File: src/hdl/assert_macros.svh
// Assertion macros shared by the branch and jump unit modules.
`ifndef ASSERT_MACROS_SVH
`define ASSERT_MACROS_SVH

`ifndef SYNTHESIS

// Property that must hold at every clock edge outside reset.
`define BJT_ASSERT(label, clk, rst_n, prop) \
    label: assert property (@(posedge clk) disable iff (!rst_n) (prop)) \
        else $error("bjt assertion failed");

// Condition that must never be true outside reset.
`define BJT_ASSERT_NEVER(label, clk, rst_n, cond) \
    label: assert property (@(posedge clk) disable iff (!rst_n) !(cond)) \
        else $error("bjt forbidden condition seen");

`else

`define BJT_ASSERT(label, clk, rst_n, prop)
`define BJT_ASSERT_NEVER(label, clk, rst_n, cond)

`endif

`endif

File: src/hdl/bjt_pkg.sv
// Types and constants of the branch and jump target unit.
`timescale 1ns / 1ps

package bjt_pkg;

    localparam int QDEPTH = 2;
    localparam int QPTR_W = $clog2(QDEPTH);
    localparam int QCNT_W = $clog2(QDEPTH + 1);

    localparam logic [63:0] INSN_BYTES = 64'd4;

    typedef enum logic [3:0] {
        OP_JMP    = 4'd0,
        OP_GO     = 4'd1,
        OP_PUSHJ  = 4'd2,
        OP_PUSHGO = 4'd3,
        OP_POP    = 4'd4,
        OP_BN     = 4'd5,
        OP_BZ     = 4'd6,
        OP_BP     = 4'd7,
        OP_BOD    = 4'd8,
        OP_BNN    = 4'd9,
        OP_BNZ    = 4'd10,
        OP_BNP    = 4'd11,
        OP_BEV    = 4'd12
    } opcode_t;

    typedef enum logic [1:0] {
        ACT_NONE = 2'd0,
        ACT_PUSH = 2'd1,
        ACT_POP  = 2'd2
    } stack_act_t;

    // One instruction beat on the input side
    typedef struct packed {
        logic [3:0]         opcode;
        logic               backward;
        logic [63:0]        pc;
        logic [7:0]         x_field;
        logic signed [63:0] x_value;
        logic [63:0]        y_value;
        logic [63:0]        z_value;
        logic               z_immediate;
        logic [7:0]         z_field;
        logic [23:0]        rel_offset;
    } item_t;

    // One resolved beat on the output side
    typedef struct packed {
        logic        taken;
        logic [63:0] next_pc;
        logic [63:0] link_value;
        logic        write_x;
        logic [1:0]  stack_action;
        logic [7:0]  stack_count;
    } result_t;

    // Classified instruction held in the queue between front and back
    typedef struct packed {
        logic        taken;
        logic        use_pop;     // next_pc = return register + target
        logic        load_ra;     // load return register with link
        logic [63:0] target;      // final target, or byte offset for pop
        logic [63:0] link;
        logic        write_x;
        logic [1:0]  stack_action;
        logic [7:0]  stack_count;
    } work_t;

endpackage

File: src/hdl/bjt_front.sv
// Front end: decodes one instruction and computes its candidate targets.
`timescale 1ns / 1ps

module bjt_front (
    input  bjt_pkg::item_t item,
    output bjt_pkg::work_t work
);
    import bjt_pkg::*;

    logic [63:0] link;
    logic [63:0] delta;
    logic [63:0] rel_target;
    logic [63:0] z_addend;
    logic [63:0] ind_sum;
    logic [63:0] ind_target;
    logic        neg;
    logic        zero;
    logic        odd;
    logic        cond;

    // Address arithmetic, all modulo 2^64
    assign link       = item.pc + INSN_BYTES;
    assign delta      = {38'd0, item.rel_offset, 2'b00};
    assign rel_target = item.backward ? (item.pc - delta) : (item.pc + delta);
    assign z_addend   = item.z_immediate ? {56'd0, item.z_field} : item.z_value;
    assign ind_sum    = item.y_value + z_addend;
    assign ind_target = {ind_sum[63:3], 3'b000};

    // Flags of $X for the conditional branches
    assign neg  = item.x_value[63];
    assign zero = (item.x_value == 64'sd0);
    assign odd  = item.x_value[0];

    always_comb
    begin
        case (item.opcode)
            OP_BN:   cond = neg;
            OP_BZ:   cond = zero;
            OP_BP:   cond = !neg && !zero;
            OP_BOD:  cond = odd;
            OP_BNN:  cond = !neg;
            OP_BNZ:  cond = !zero;
            OP_BNP:  cond = neg || zero;
            OP_BEV:  cond = !odd;
            default: cond = 1'b0;
        endcase
    end

    // Classify the instruction
    always_comb
    begin
        work              = '0;
        work.link         = link;
        work.target       = link;
        work.stack_action = ACT_NONE;
        case (item.opcode)
            OP_JMP:
            begin
                work.taken  = 1'b1;
                work.target = rel_target;
            end
            OP_GO:
            begin
                work.taken   = 1'b1;
                work.target  = ind_target;
                work.write_x = 1'b1;
            end
            OP_PUSHJ:
            begin
                work.taken        = 1'b1;
                work.target       = rel_target;
                work.load_ra      = 1'b1;
                work.stack_action = ACT_PUSH;
                work.stack_count  = item.x_field;
            end
            OP_PUSHGO:
            begin
                work.taken        = 1'b1;
                work.target       = ind_target;
                work.load_ra      = 1'b1;
                work.stack_action = ACT_PUSH;
                work.stack_count  = item.x_field;
            end
            OP_POP:
            begin
                // pop always adds; the back end supplies the return register
                work.taken        = 1'b1;
                work.use_pop      = 1'b1;
                work.target       = delta;
                work.stack_action = ACT_POP;
                work.stack_count  = item.x_field;
            end
            default:
            begin
                if (item.opcode inside {[OP_BN:OP_BEV]} && cond)
                begin
                    work.taken  = 1'b1;
                    work.target = rel_target;
                end
            end
        endcase
    end

endmodule

File: src/hdl/bjt_queue.sv
// Short queue of classified instructions between front and back end.
`timescale 1ns / 1ps

`include "assert_macros.svh"

module bjt_queue (
    input  logic           clk,
    input  logic           rst_n,
    input  logic           push_valid,
    output logic           push_ready,
    input  bjt_pkg::work_t push_data,
    output logic           pop_valid,
    input  logic           pop_ready,
    output bjt_pkg::work_t pop_data
);
    import bjt_pkg::*;

    work_t              entry_reg [QDEPTH];
    logic [QPTR_W-1:0]  wr_ptr_reg;
    logic [QPTR_W-1:0]  wr_ptr_next;
    logic [QPTR_W-1:0]  rd_ptr_reg;
    logic [QPTR_W-1:0]  rd_ptr_next;
    logic [QCNT_W-1:0]  count_reg;
    logic [QCNT_W-1:0]  count_next;
    logic               push;
    logic               pop;

    assign push_ready = (count_reg != QCNT_W'(QDEPTH));
    assign pop_valid  = (count_reg != '0);
    assign pop_data   = entry_reg[rd_ptr_reg];
    assign push       = push_valid && push_ready;
    assign pop        = pop_valid && pop_ready;

    // Advance pointers, wrapping at the queue depth
    always_comb
    begin
        wr_ptr_next = wr_ptr_reg;
        rd_ptr_next = rd_ptr_reg;
        count_next  = count_reg;
        if (push)
        begin
            wr_ptr_next = (wr_ptr_reg == QPTR_W'(QDEPTH - 1)) ? '0 : wr_ptr_reg + 1'b1;
        end
        if (pop)
        begin
            rd_ptr_next = (rd_ptr_reg == QPTR_W'(QDEPTH - 1)) ? '0 : rd_ptr_reg + 1'b1;
        end
        if (push && !pop)
        begin
            count_next = count_reg + 1'b1;
        end
        else if (pop && !push)
        begin
            count_next = count_reg - 1'b1;
        end
    end

    always_ff @(posedge clk or negedge rst_n)
    begin
        if (!rst_n)
        begin
            wr_ptr_reg <= '0;
            rd_ptr_reg <= '0;
            count_reg  <= '0;
        end
        else
        begin
            wr_ptr_reg <= wr_ptr_next;
            rd_ptr_reg <= rd_ptr_next;
            count_reg  <= count_next;
        end
    end

    // Store the incoming beat
    always_ff @(posedge clk)
    begin
        if (push)
        begin
            entry_reg[wr_ptr_reg] <= push_data;
        end
    end

    `BJT_ASSERT_NEVER(a_count_in_range, clk, rst_n, count_reg > QCNT_W'(QDEPTH))
    `BJT_ASSERT(a_fill_tracks_ptrs, clk, rst_n, (count_reg == '0 || count_reg == QCNT_W'(QDEPTH)) == (wr_ptr_reg == rd_ptr_reg))
    `BJT_ASSERT(a_push_only_grows, clk, rst_n, push && !pop |=> count_reg == $past(count_reg) + 1'b1)

endmodule

File: src/hdl/bjt_back.sv
// Back end: applies the return register and holds the result beat.
`timescale 1ns / 1ps

`include "assert_macros.svh"

module bjt_back (
    input  logic             clk,
    input  logic             rst_n,
    input  logic             work_valid,
    output logic             work_ready,
    input  bjt_pkg::work_t   work,
    output logic             result_valid,
    input  logic             result_ready,
    output bjt_pkg::result_t result
);
    import bjt_pkg::*;

    logic [63:0] ra_reg;
    logic [63:0] ra_next;
    logic        result_valid_reg;
    logic        result_valid_next;
    result_t     result_reg;
    result_t     result_next;
    logic        take;

    // Take a new beat whenever the output register is free or draining
    assign work_ready   = !result_valid_reg || result_ready;
    assign take         = work_valid && work_ready;
    assign result_valid = result_valid_reg;
    assign result       = result_reg;

    always_comb
    begin
        ra_next           = ra_reg;
        result_valid_next = result_valid_reg;
        result_next       = result_reg;
        if (take)
        begin
            result_valid_next        = 1'b1;
            result_next.taken        = work.taken;
            result_next.next_pc      = work.use_pop ? (ra_reg + work.target) : work.target;
            result_next.link_value   = work.link;
            result_next.write_x      = work.write_x;
            result_next.stack_action = work.stack_action;
            result_next.stack_count  = work.stack_count;
            if (work.load_ra)
            begin
                ra_next = work.link;
            end
        end
        else if (result_ready)
        begin
            result_valid_next = 1'b0;
        end
    end

    always_ff @(posedge clk or negedge rst_n)
    begin
        if (!rst_n)
        begin
            ra_reg           <= '0;
            result_valid_reg <= 1'b0;
        end
        else
        begin
            ra_reg           <= ra_next;
            result_valid_reg <= result_valid_next;
        end
    end

    // Payload needs no reset
    always_ff @(posedge clk)
    begin
        result_reg <= result_next;
    end

    `BJT_ASSERT(a_ra_only_on_push, clk, rst_n, !$stable(ra_reg) |-> $past(take && work.load_ra))
    `BJT_ASSERT(a_result_from_take, clk, rst_n, $rose(result_valid_reg) |-> $past(take))
    `BJT_ASSERT_NEVER(a_bad_action, clk, rst_n, result_valid_reg && result_reg.stack_action == 2'd3)

endmodule

File: src/hdl/branch_jump_target_unit.sv
// Branch and jump target unit: decode, queue and resolve jump-class instructions.
// A result beat is registered in the queue and then in the back end result register.
// Throughput: one item per cycle while result_ready holds; the front end adders are
// combinational, and a two-entry queue decouples them from the registered back end add.
// Reset: queue empties, no result is valid, return register clears to zero.
`timescale 1ns / 1ps

module branch_jump_target_unit (
    input  logic             clk,
    input  logic             rst_n,
    input  logic             item_valid,
    output logic             item_ready,
    input  bjt_pkg::item_t   item,
    output logic             result_valid,
    input  logic             result_ready,
    output bjt_pkg::result_t result
);
    import bjt_pkg::*;

    work_t front_work;
    work_t queue_work;
    logic  queue_valid;
    logic  queue_ready;

    bjt_front u_front (
        .item (item),
        .work (front_work)
    );

    bjt_queue u_queue (
        .clk        (clk),
        .rst_n      (rst_n),
        .push_valid (item_valid),
        .push_ready (item_ready),
        .push_data  (front_work),
        .pop_valid  (queue_valid),
        .pop_ready  (queue_ready),
        .pop_data   (queue_work)
    );

    bjt_back u_back (
        .clk          (clk),
        .rst_n        (rst_n),
        .work_valid   (queue_valid),
        .work_ready   (queue_ready),
        .work         (queue_work),
        .result_valid (result_valid),
        .result_ready (result_ready),
        .result       (result)
    );

endmodule

File: config.mk
export PLATFORM = sky130hd
export DESIGN_NAME = branch_jump_target_unit
export DESIGN_NICKNAME = d
export VERILOG_FILES = /design/src/hdl/bjt_pkg.sv /design/src/hdl/bjt_front.sv /design/src/hdl/bjt_queue.sv /design/src/hdl/bjt_back.sv /design/src/hdl/branch_jump_target_unit.sv
export VERILOG_INCLUDE_DIRS = /design/src /design/src/hdl
export SDC_FILE = /design/constraint.sdc
export NUM_CORES = 1
export LEC_CHECK = 0
export ABC_CLOCK_PERIOD_IN_PS = 6400
export BUFFER_PORTS_ARGS = -buffer_cell sky130_fd_sc_hd__buf_2
export CAP_MARGIN = 0
export CORE_MARGIN = 5
export CORE_UTILIZATION = 32
export CTS_BUF_LIST = sky130_fd_sc_hd__clkbuf_2
export DETAILED_ROUTE_END_ITERATION = 10
export PLACE_DENSITY_LB_ADDON = 0.15
export SLEW_MARGIN = 25
export SYNTH_ARGS = -nofsm -noshare
export SYNTH_HDL_FRONTEND = slang
export SYNTH_SLANG_ARGS = --single-unit
File: constraint.sdc
create_clock -name clk -period 6.4 [get_ports clk]
set_input_delay 1.28 -clock clk [delete_from_list [all_inputs] [get_ports clk]]
set_output_delay 1.28 -clock clk [all_outputs]
set_load 0.02 [all_outputs]
After elaboration in Yosys (flattened, before gate mapping)

Memory sizes are Yosys's and may differ from the RTL's.
Cells that the tools add are included.

Input port bits: 306
Word-level logic and storage cells: 81
Bits in registers: 209
Output and inout bits: 142
Memories kept: 1
Bits in writable memories: 284

Order comparisons: 2
Mux-type cells: 20
Reductions and logical operators: 25
Eq/ne operators: 13
$add $sub $neg: 9

Memories:

| name              | depth | bits a word | rd ports | clocked after memory_dff | wr ports | RTL line        | RTL |
|---|---|---|---|---|---|---|---|
| u_queue.entry_reg | 2     | 142         | 1        | 0                        | 1        | bjt_queue.sv:18 | `work_t entry_reg [QDEPTH];` |

Operators by type and width:

| cell                    | count |
|---|---|
| $mux W64                | 4 |
| $pmux W64 S3            | 1 |
| $add A64 B64 Y64        | 2 |
| $add A64 B26 Y64        | 1 |
| $add A64 B3 Y64 const B | 1 |
| $logic_not A64 Y1       | 1 |
| $sub A64 B26 Y64        | 1 |
| $eq A4 B4 Y1 const B    | 5 |
| $pmux W10 S2            | 1 |
| $eq A4 B3 Y1 const B    | 4 |
| $mux W1                 | 11 |
| $eq A4 B2 Y1 const B    | 2 |
| $pmux W1 S8             | 1 |
| $logic_and A1 B1 Y1     | 7 |
| $logic_not A1 Y1        | 6 |
| $reduce_bool A2 Y1      | 3 |
| $reduce_or A2 Y1        | 3 |
| $reduce_or A5 Y1        | 1 |
| $eq A4 B1 Y1 const B    | 1 |
| $ge A4 B3 Y1 const B    | 1 |
| $le A4 B4 Y1 const B    | 1 |
| $logic_not A4 Y1        | 1 |
| $mux W2                 | 2 |
| $add A1 B1 Y1 const B   | 2 |
| other kinds (5)         | 6 |

Logic depth before layout (Yosys ltp)

Gate-level depths: netlist (run 1).

Depth in word-level cells: 7
Gate-level depth with buffers: 20
Mapped depth without buffers: 19

Modules after synthesis

Synthesis (run 1) repeated with hierarchy kept, for this count alone.

Cell total of the unflattened synthesis: 3112
Area total of the unflattened synthesis: 33423.3 um^2

Modules (own cells, without submodules):

| module    | area each (um^2) | cells an instance | seq. area each (um^2) | times used |
|---|---|---|---|---|
| bjt_back  | 11457.2          | 977               | 5830.6                | 1 |
| bjt_front | 11245.8          | 1675              | 0.0                   | 1 |
| bjt_queue | 10720.3          | 460               | 8628.3                | 1 |

Worst setup path after synthesis (run 1)

Ideal clock, no wire load.

Kind: input-to-reg
Start point: input port item_valid
End point: memory u_queue.entry_reg[0][0] (netlist bit) (enable)
Arrival: 7.231 ns
Cell stages on the path: 2
Library setup time: 0.643 ns
Path slack: -1.475 ns
Data required time: 5.757 ns
Buffers on the path: 0
Path through: nand2_1 > nor2_1

Word-level cells in the longest chain between the ends: 3

Ends and longest elaborated chain:

| element                       | RTL line                      | RTL |
|---|---|---|
| from (decl)                   | branch_jump_target_unit.sv:11 | `input logic item_valid,` |
| $logic_and A1 B1 Y1           | bjt_queue.sv:31               | `assign push = push_valid && push_ready;` |
| $mux W1                       | bjt_queue.sv:77               | `if (push)` |
| $mux W1 (implied by the code) | bjt_queue.sv:79               | `entry_reg[wr_ptr_reg] <= push_data;` |
| to (decl)                     | bjt_queue.sv:18               |  |

No other way between the ends.

==> flow_summary_export.csv, run 1 <==
group,metric,value,unit
critical_path,cp_slowest_cell,"or4_1",
sta,max_freq,200,MHz
die,initial_utilization,32.1,%
clock_tree,cts.sinks,491,
clock_tree,cts-buffers-inserted,133,
grt,grt_pass1_wl,165000,um
clock_tree,ctsHtreeMaxLevel,4,
layout,drive_gt1_share,27.2,%
run_status,status,"completed",
layout,largest_reg_flops,282,
route,drc_errors,0,
die,die-width,327,um
power,p_leak,15.1,nW
clock_tree,cts_root_buf,"clkbuf_2",
sta,rsz0062_at_grt,"false",
clock_tree,cts_buffer_depth,3,
critical_path,cp-start-kind,"primary input",
grt,track_usage,20.3,%
die,core-area,99900,um2
critical_path,path_buf_inv,4,
route,wl_per_cell,22.5,um
layout,design_area,37400,um2
clock_tree,cts_tree,"yes",
logic_synthesis,synth-seq-area-share,44.9,%
route,met2_wirelength,47100,um
critical_path,slowest_delay,0.62,ns
power,total_power,16.6,mW
power,ir_worst_vdd,0.000285,V
hold_path,hp-class,"in -> reg",
route,vias,26093,
sta,hold_viol,0,
grt,grt_pass1_vias,25592,
place,hpwlAfterDp,89200,um
sta,slew_violations,0,
route,m1WireLength,55000,um
logic_synthesis,ys.flop_type,"edfxtp_1",
grt,grt_max_degree,142,
route,viasPerCell,5.22,
sta,max_slew_margin,27.7,%
critical_path,end_kind,"flop",
place,gp_congestion,0.918,
logic_synthesis,synthCells,3068,
logic_synthesis,ys_ff_latch,491,
critical_path,crit_path_frequent_cell,"buf_4",
job,maxCapViolCount,0,
die,dieArea,107000,um2
die,rows,116,
route,top_layer,"met5",
logic_synthesis,syn_area,32100,um2
route,firstDrtPassIters,5,
critical_path,worstPathMaxFanout,12,
die,die_h,327,um
die,ios,448,
clock_tree,insertion_delay,1.28,ns
logic_synthesis,synthArstFlopShare,14.1,%
sta,clock_skew,0.110,ns
logic_synthesis,syn-num-nets,3566,
logic_synthesis,avgSynthCellArea,10.5,um2
clock_tree,clk_transition_reported_paths,0.09,ns
logic_synthesis,yosysWarnings,0,
route,totalWireLength,113000,um
power,power.density,444,nW/um2
route,drt_iter0_markers,1931,
sta,tightestPinTransition,1.08,ns
place,port_buffers,447,
critical_path,crit_required,7.38,ns
layout,final_nets,4079,
sta,fin_crit,4.99,ns
grt,antenna_found_initial,43,
clock_tree,cts_setup_buffers,0,
place,dpl-instance-area,36100,um2
logic_synthesis,yosysUniqueCellTypes,89,
critical_path,path_class,"in -> reg",
critical_path,path_delay_family,"compound AO/OA/AOI/OAI gates",
logic_synthesis,synth_edf_count,422,
sta,period_share,78.0,%
critical_path,cp.arrival,5.97,ns
route,wl_met3,7550,um
critical_path,crit_path_cell_trace,"buf_2 > or4_1 > nor4_2 > nand2b_1 > buf_4 > nor4_4 > buf_4 > and3b_1 > ha_1 > mux2i_1 > ha_1 > a21o_1 > a21o_1 > a21oi_1 > o21ai_0 > a31o_2 > a21oi_1 > buf_4 > o31ai_1 > a211o_1 > xnor2_1 > o221ai_1",
clock_tree,cts_resized,0,
sta,fin_setup_tns,0,ns
route,ant_nets,0,
sta,report.final.setup_viol,0,
layout,syn_to_final_growth,16.6,%
grt,overflow,0,
==> through the flow <==
| stage | setup WS, ns | utilization (%) | instances | hold WS [ns] |
|---|---|---|---|---|
| final | 1.41 | 37.5 | 5002 | 0.215 |
| after global routing | 1.17 | 37.5 | 4992 | 0.0132 |
| after CTS | 1.59 | 37.4 | 4980 | 0.00321 |
| after detailed placement | 0.128 | 36.1 | 4743 | 0.492 |
| after global placement | 0.132 | 36.1 | 4743 | 0.486 |
| after floorplan | 0.310 | - | 3068 | 0.479 |
==> layer usage <==
layer	GRT usage (%)	vias up
met1	29.9	12332
met3	5.00	187
met5	0	-
met4	6.23	24
met2	29.4	819
li1	-	12731
==> worst paths after layout <==
path	startpoint	end	slack [ns]	depth (start not counted)
worst min-delay path	item[234]	u_queue.entry_reg[0][12]$_DFFE_PP_	0.21	1
worst max register to register	u_queue.rd_ptr_reg$_DFFE_PN0P_	u_back.result[131]$_DFFE_PP_	1.68	13
worst min register to register	u_queue.count_reg[0]$_DFFE_PN0P_	u_back.result_valid$_DFFE_PN0P_	0.50	2
min in group asynchronous	rst_n	u_back.ra_reg[56]$_DFFE_PN0P_	0.43	2
max in group asynchronous	rst_n	u_queue.rd_ptr_reg$_DFFE_PN0P_	4.85	3
worst max-delay path	item[6]	u_queue.entry_reg[1][123]$_DFFE_PP_	1.41	22
==> synthesized netlist by cell type (80+ instances only) <==
master,instances,area (um2)
o21ai_0,153,766
clkbuf_1,106,398
nor2_1,216,811
mux2_2,212,2390
xnor2_1,167,1460
a21oi_1,265,1330
a21o_1,110,826
nor2b_1,81,507
xor2_1,80,701
nand2_1,212,796
ha_1,190,2380
edfxtp_1,422,12700
==> cell families after synthesis <==
kind of cell	count (synthesis)	synth area share (%)
xor gates and xnor gates	247	6.74
adders and majority gates	192	7.53
and+or+nand+nor	867	13.5
AOI/OAI and AO/OA	833	16.9
DFF	491	44.9
buffers and inverters	213	2.63
muxes	225	7.84
==> layout make-up <==
type,count,area (um2)
sequential,491,14400
timing repair buffer,514,2820
fill,10228,62400
clock inverter,41,339
antenna,22,55.1
inverter,77,295
tap,1298,1620
clock buffer,195,976
multi-input combinational,2364,16900
==> cells in the final DEF (no fill, tap or decap), types with 66 or more instances in the layout <==
master    synthesis  layout
mux2_2          212     212
edfxtp_1        422     422
nor2_1          216     213
nand4_1          66      66
xor2_1           80      80
inv_1            77      75
o21ai_0         153     152
dfrtp_1          69      68
nand2_1         212     212
clkbuf_2          0     195
a21oi_1         265     265
buf_2            20     446
nand3_1          68      68
xnor2_1         167     167
nor2b_1          81      81
a21o_1          110     110
ha_1            190     190
==> worst reg2reg max path, stage by stage (launching register included) <==
cell	delay [ns]
dfrtp_4	0.68
buf_4	0.41
mux2_2	0.43
ha_1	0.33
a21oi_1	0.25
o21ai_0	0.19
and3_1	0.20
a221oi_1	0.48
a21oi_1	0.25
o211ai_1	0.27
nand3b_1	0.15
a31oi_1	0.42
nor4b_1	0.30
nor3_1	0.12
==> report_power, final <==
group / internal (mW) / switching, mW
Clock: 1.03 / 1.37
Combinational: 3.29 / 5.50
Sequential: 5.01 / 0.429
==> timing repair <==
item                                   in CTS  in global routing
setup endpoints to repair                   0                  0
hold buffers                                1                  0
endpoints found under the hold margin      12                  0
Power figures use the tool's default switching activity.
==> run 2, diff against run 1 <==
--- a/config.mk
+++ b/config.mk
@@ -6,7 +6,7 @@
 export SDC_FILE = /design/constraint.sdc
 export NUM_CORES = 1
 export LEC_CHECK = 0
-export ABC_CLOCK_PERIOD_IN_PS = 6400
+export ABC_CLOCK_PERIOD_IN_PS = 4450
 export BUFFER_PORTS_ARGS = -buffer_cell sky130_fd_sc_hd__buf_2
 export CAP_MARGIN = 0
 export CORE_MARGIN = 5
==> constraint.sdc (replaced) <==
create_clock -name clk -period 4.45 [get_ports clk]
set_input_delay 0.89 -clock clk [delete_from_list [all_inputs] [get_ports clk]]
set_output_delay 0.89 -clock clk [all_outputs]
set_load 0.02 [all_outputs]
==> run 2 against run 1 <==
Non-clock buffer count grew 539. Cell area increased by 11%. Global-route usage grew 0.63 points. Die area unchanged. Sequential share of layout area shrank 4.0 points. Clock skew shrank 0.0081 ns. Critical path type unchanged. First-iteration DRC count increased by 8.0%. Count of clock-buffer cells in the layout fell by 22. Final cell count grew 10%. Sequential cell count stayed put. Wire length increased by 2.2%. Sequential power up 42%.
==> flow_summary_export.csv, run 2 (same netlist as run 1, synthesis figures left out) <==
group,metric,value,unit
sta,slew_violations,0,
critical_path,cp-start-kind,"primary input",
sta,report.final.setup_viol,0,
sta,hold_viol,0,
power,p_leak,17.7,nW
sta,max_slew_margin,39.6,%
sta,tightestPinTransition,0.897,ns
route,wl_per_cell,20.9,um
critical_path,cp_slowest_cell,"or4_4",
grt,grt_max_degree,81,
job,maxCapViolCount,0,
route,drc_errors,0,
die,die_h,327,um
grt,overflow,0,
place,gp_congestion,0.923,
clock_tree,cts_tree,"yes",
layout,final_cell_mix,"buf_4, buf_2, edfxtp_1, a21oi_1",
critical_path,worstPathMaxFanout,3,
sta,period_share,99.8,%
route,totalWireLength,115000,um
critical_path,crit_path_cell_trace,"buf_6 > or4_4 > nor4_4 > nand2b_1 > nand2b_4 > or2_4 > nor2_4 > buf_4 > buf_12 > a21o_1 > ha_4 > a21o_1 > a211o_1 > or2_0 > a2111o_1 > o211ai_4 > o31ai_4 > a31oi_4 > o31ai_2 > mux2i_1 > a2111o_1",
sta,clock_skew,0.102,ns
route,viasPerCell,5.03,
critical_path,slowest_delay,0.57,ns
sta,max_freq,225,MHz
power,power.density,589,nW/um2
sta,rsz0062_at_grt,"false",
power,pwr-share-seq,31.5,%
die,die-width,327,um
critical_path,end_kind,"flop",
layout,mostFrequentLayoutCell,"buf_4",
route,vias,27723,
die,rows,116,
power,power.switching,10.6,mW
power,ir_worst_vdd,0.000365,V
place,dp.cells,5243,
place,hpwlAfterDp,94300,um
sta,fin_crit,4.44,ns
die,dieArea,107000,um2
clock_tree,clk_transition_reported_paths,0.12,ns
power,p_int,14.0,mW
power,p_comb_share,56.2,%
layout,final_cells,5514,
place,port_buffers,447,
clock_tree,cts_buffer_depth,3,
route,firstDrtPassIters,7,
sta,fin_hold_ws,0.195,ns
grt,grt_pass1_wl,172000,um
route,drt_iter0_markers,2085,
route,ant_nets,0,
grt,antenna_found_initial,36,
clock_tree,cts-buffers-inserted,115,
critical_path,crit_path_start,"item[6]",
layout,final_nets,4600,
run_status,status,"completed",
clock_tree,ctsHtreeMaxLevel,3,
clock_tree,cts.sinks,491,
power,swShare,43.0,%
layout,fin_util,41.8,%
clock_tree,cts_root_buf,"clkbuf_2",
die,ios,448,
clock_tree,insertion_delay,1.20,ns
grt,grt_pass1_vias,27362,
die,initial_utilization,32.1,%
layout,largest_reg_flops,282,
hold_path,hold_start,"item[292]",
layout,drive_gt1_share,36.0,%
critical_path,reg2reg_from,"u_queue.rd_ptr_reg$_DFFE_PN0P_",
power,p_clk_share,12.3,%
critical_path,cp.arrival,5.39,ns
critical_path,path_class,"in -> reg",
die,core-area,99900,um2
critical_path,crit_required,5.40,ns
hold_path,hp-class,"in -> reg",
grt,track_usage,21.0,%
layout,syn_to_final_growth,30.0,%
## run 2: worst paths after layout
check | end | slack, ns | cells after the start
worst max-delay path | u_queue.entry_reg[1][138]$_DFFE_PP_ | 0.009 | 21
worst min-delay path | u_queue.entry_reg[0][70]$_DFFE_PP_ | 0.19 | 2
min in group asynchronous | u_back.ra_reg[61]$_DFFE_PN0P_ | 0.31 | 2
worst min register to register | u_back.result[21]$_DFFE_PP_ | 0.50 | 1
max in group asynchronous | u_back.ra_reg[1]$_DFFE_PN0P_ | 3.34 | 3
worst max register to register | u_back.result[124]$_DFFE_PP_ | 0.21 | 14
## run 2: power by group through the flow
stage | clock network, mW | registers (mW) | logic, mW
5_1_grt | 3.41 | 7.89 | 15.1
2_1_floorplan | 0 | 8.58 | 7.97
6_report | 3.02 | 7.73 | 13.8
3_5_place_dp | 0 | 7.87 | 13.6
4_1_cts | 3.17 | 7.77 | 13.7
3_3_place_gp | 0 | 7.85 | 13.7
## run 2: stage by stage
step                      cell area [um2]  setup TNS, ns  power, mW  setup slack, ns
final                               41700              0       24.6          0.00917
after global routing                41700              0       26.4          0.00371
after CTS                           41500              0       24.7           0.0120
after detailed placement            40100         -93.40       21.5            -1.40
after global placement              40100         -93.23       21.5            -1.39
after floorplan                     32300         -32.11       16.6           -0.883
## run 2: worst max-delay path, delay by kind of cell
family / cells / cell delay (ns)
compound gates: 9 / 2.08
simple gates: 7 / 1.73
buf+inv: 3 / 0.34
fa+ha+maj: 1 / 0.21
mux: 1 / 0.13
## run 2: metal layers
metal	track usage [%]	vias up	part of all wire, %
met5	0	-	0.14
met4	5.18	24	2.0
met3	3.87	142	6.0
met2	30.9	805	42
met1	31.7	12989	50
li1	-	13763	-
## run 2: layout make-up
cell class	instances	area (um2)
diodes	17	42.5
clock buffers	173	866
clock inverters	41	249
fillers	9965	58100
inverters	77	295
multi-input cells	2364	17100
flip-flops and latches	491	14400
well taps	1298	1620
repair buffers	1053	7100
## run 2: repair_timing
action / CTS / global route
endpoints found under the hold margin: 110 / 0
hold buffers: 30 / 0
resized for setup: 1 / 16
setup endpoints to repair: 3 / 70
pin swaps: 0 / 17
setup buffers: 0 / 10
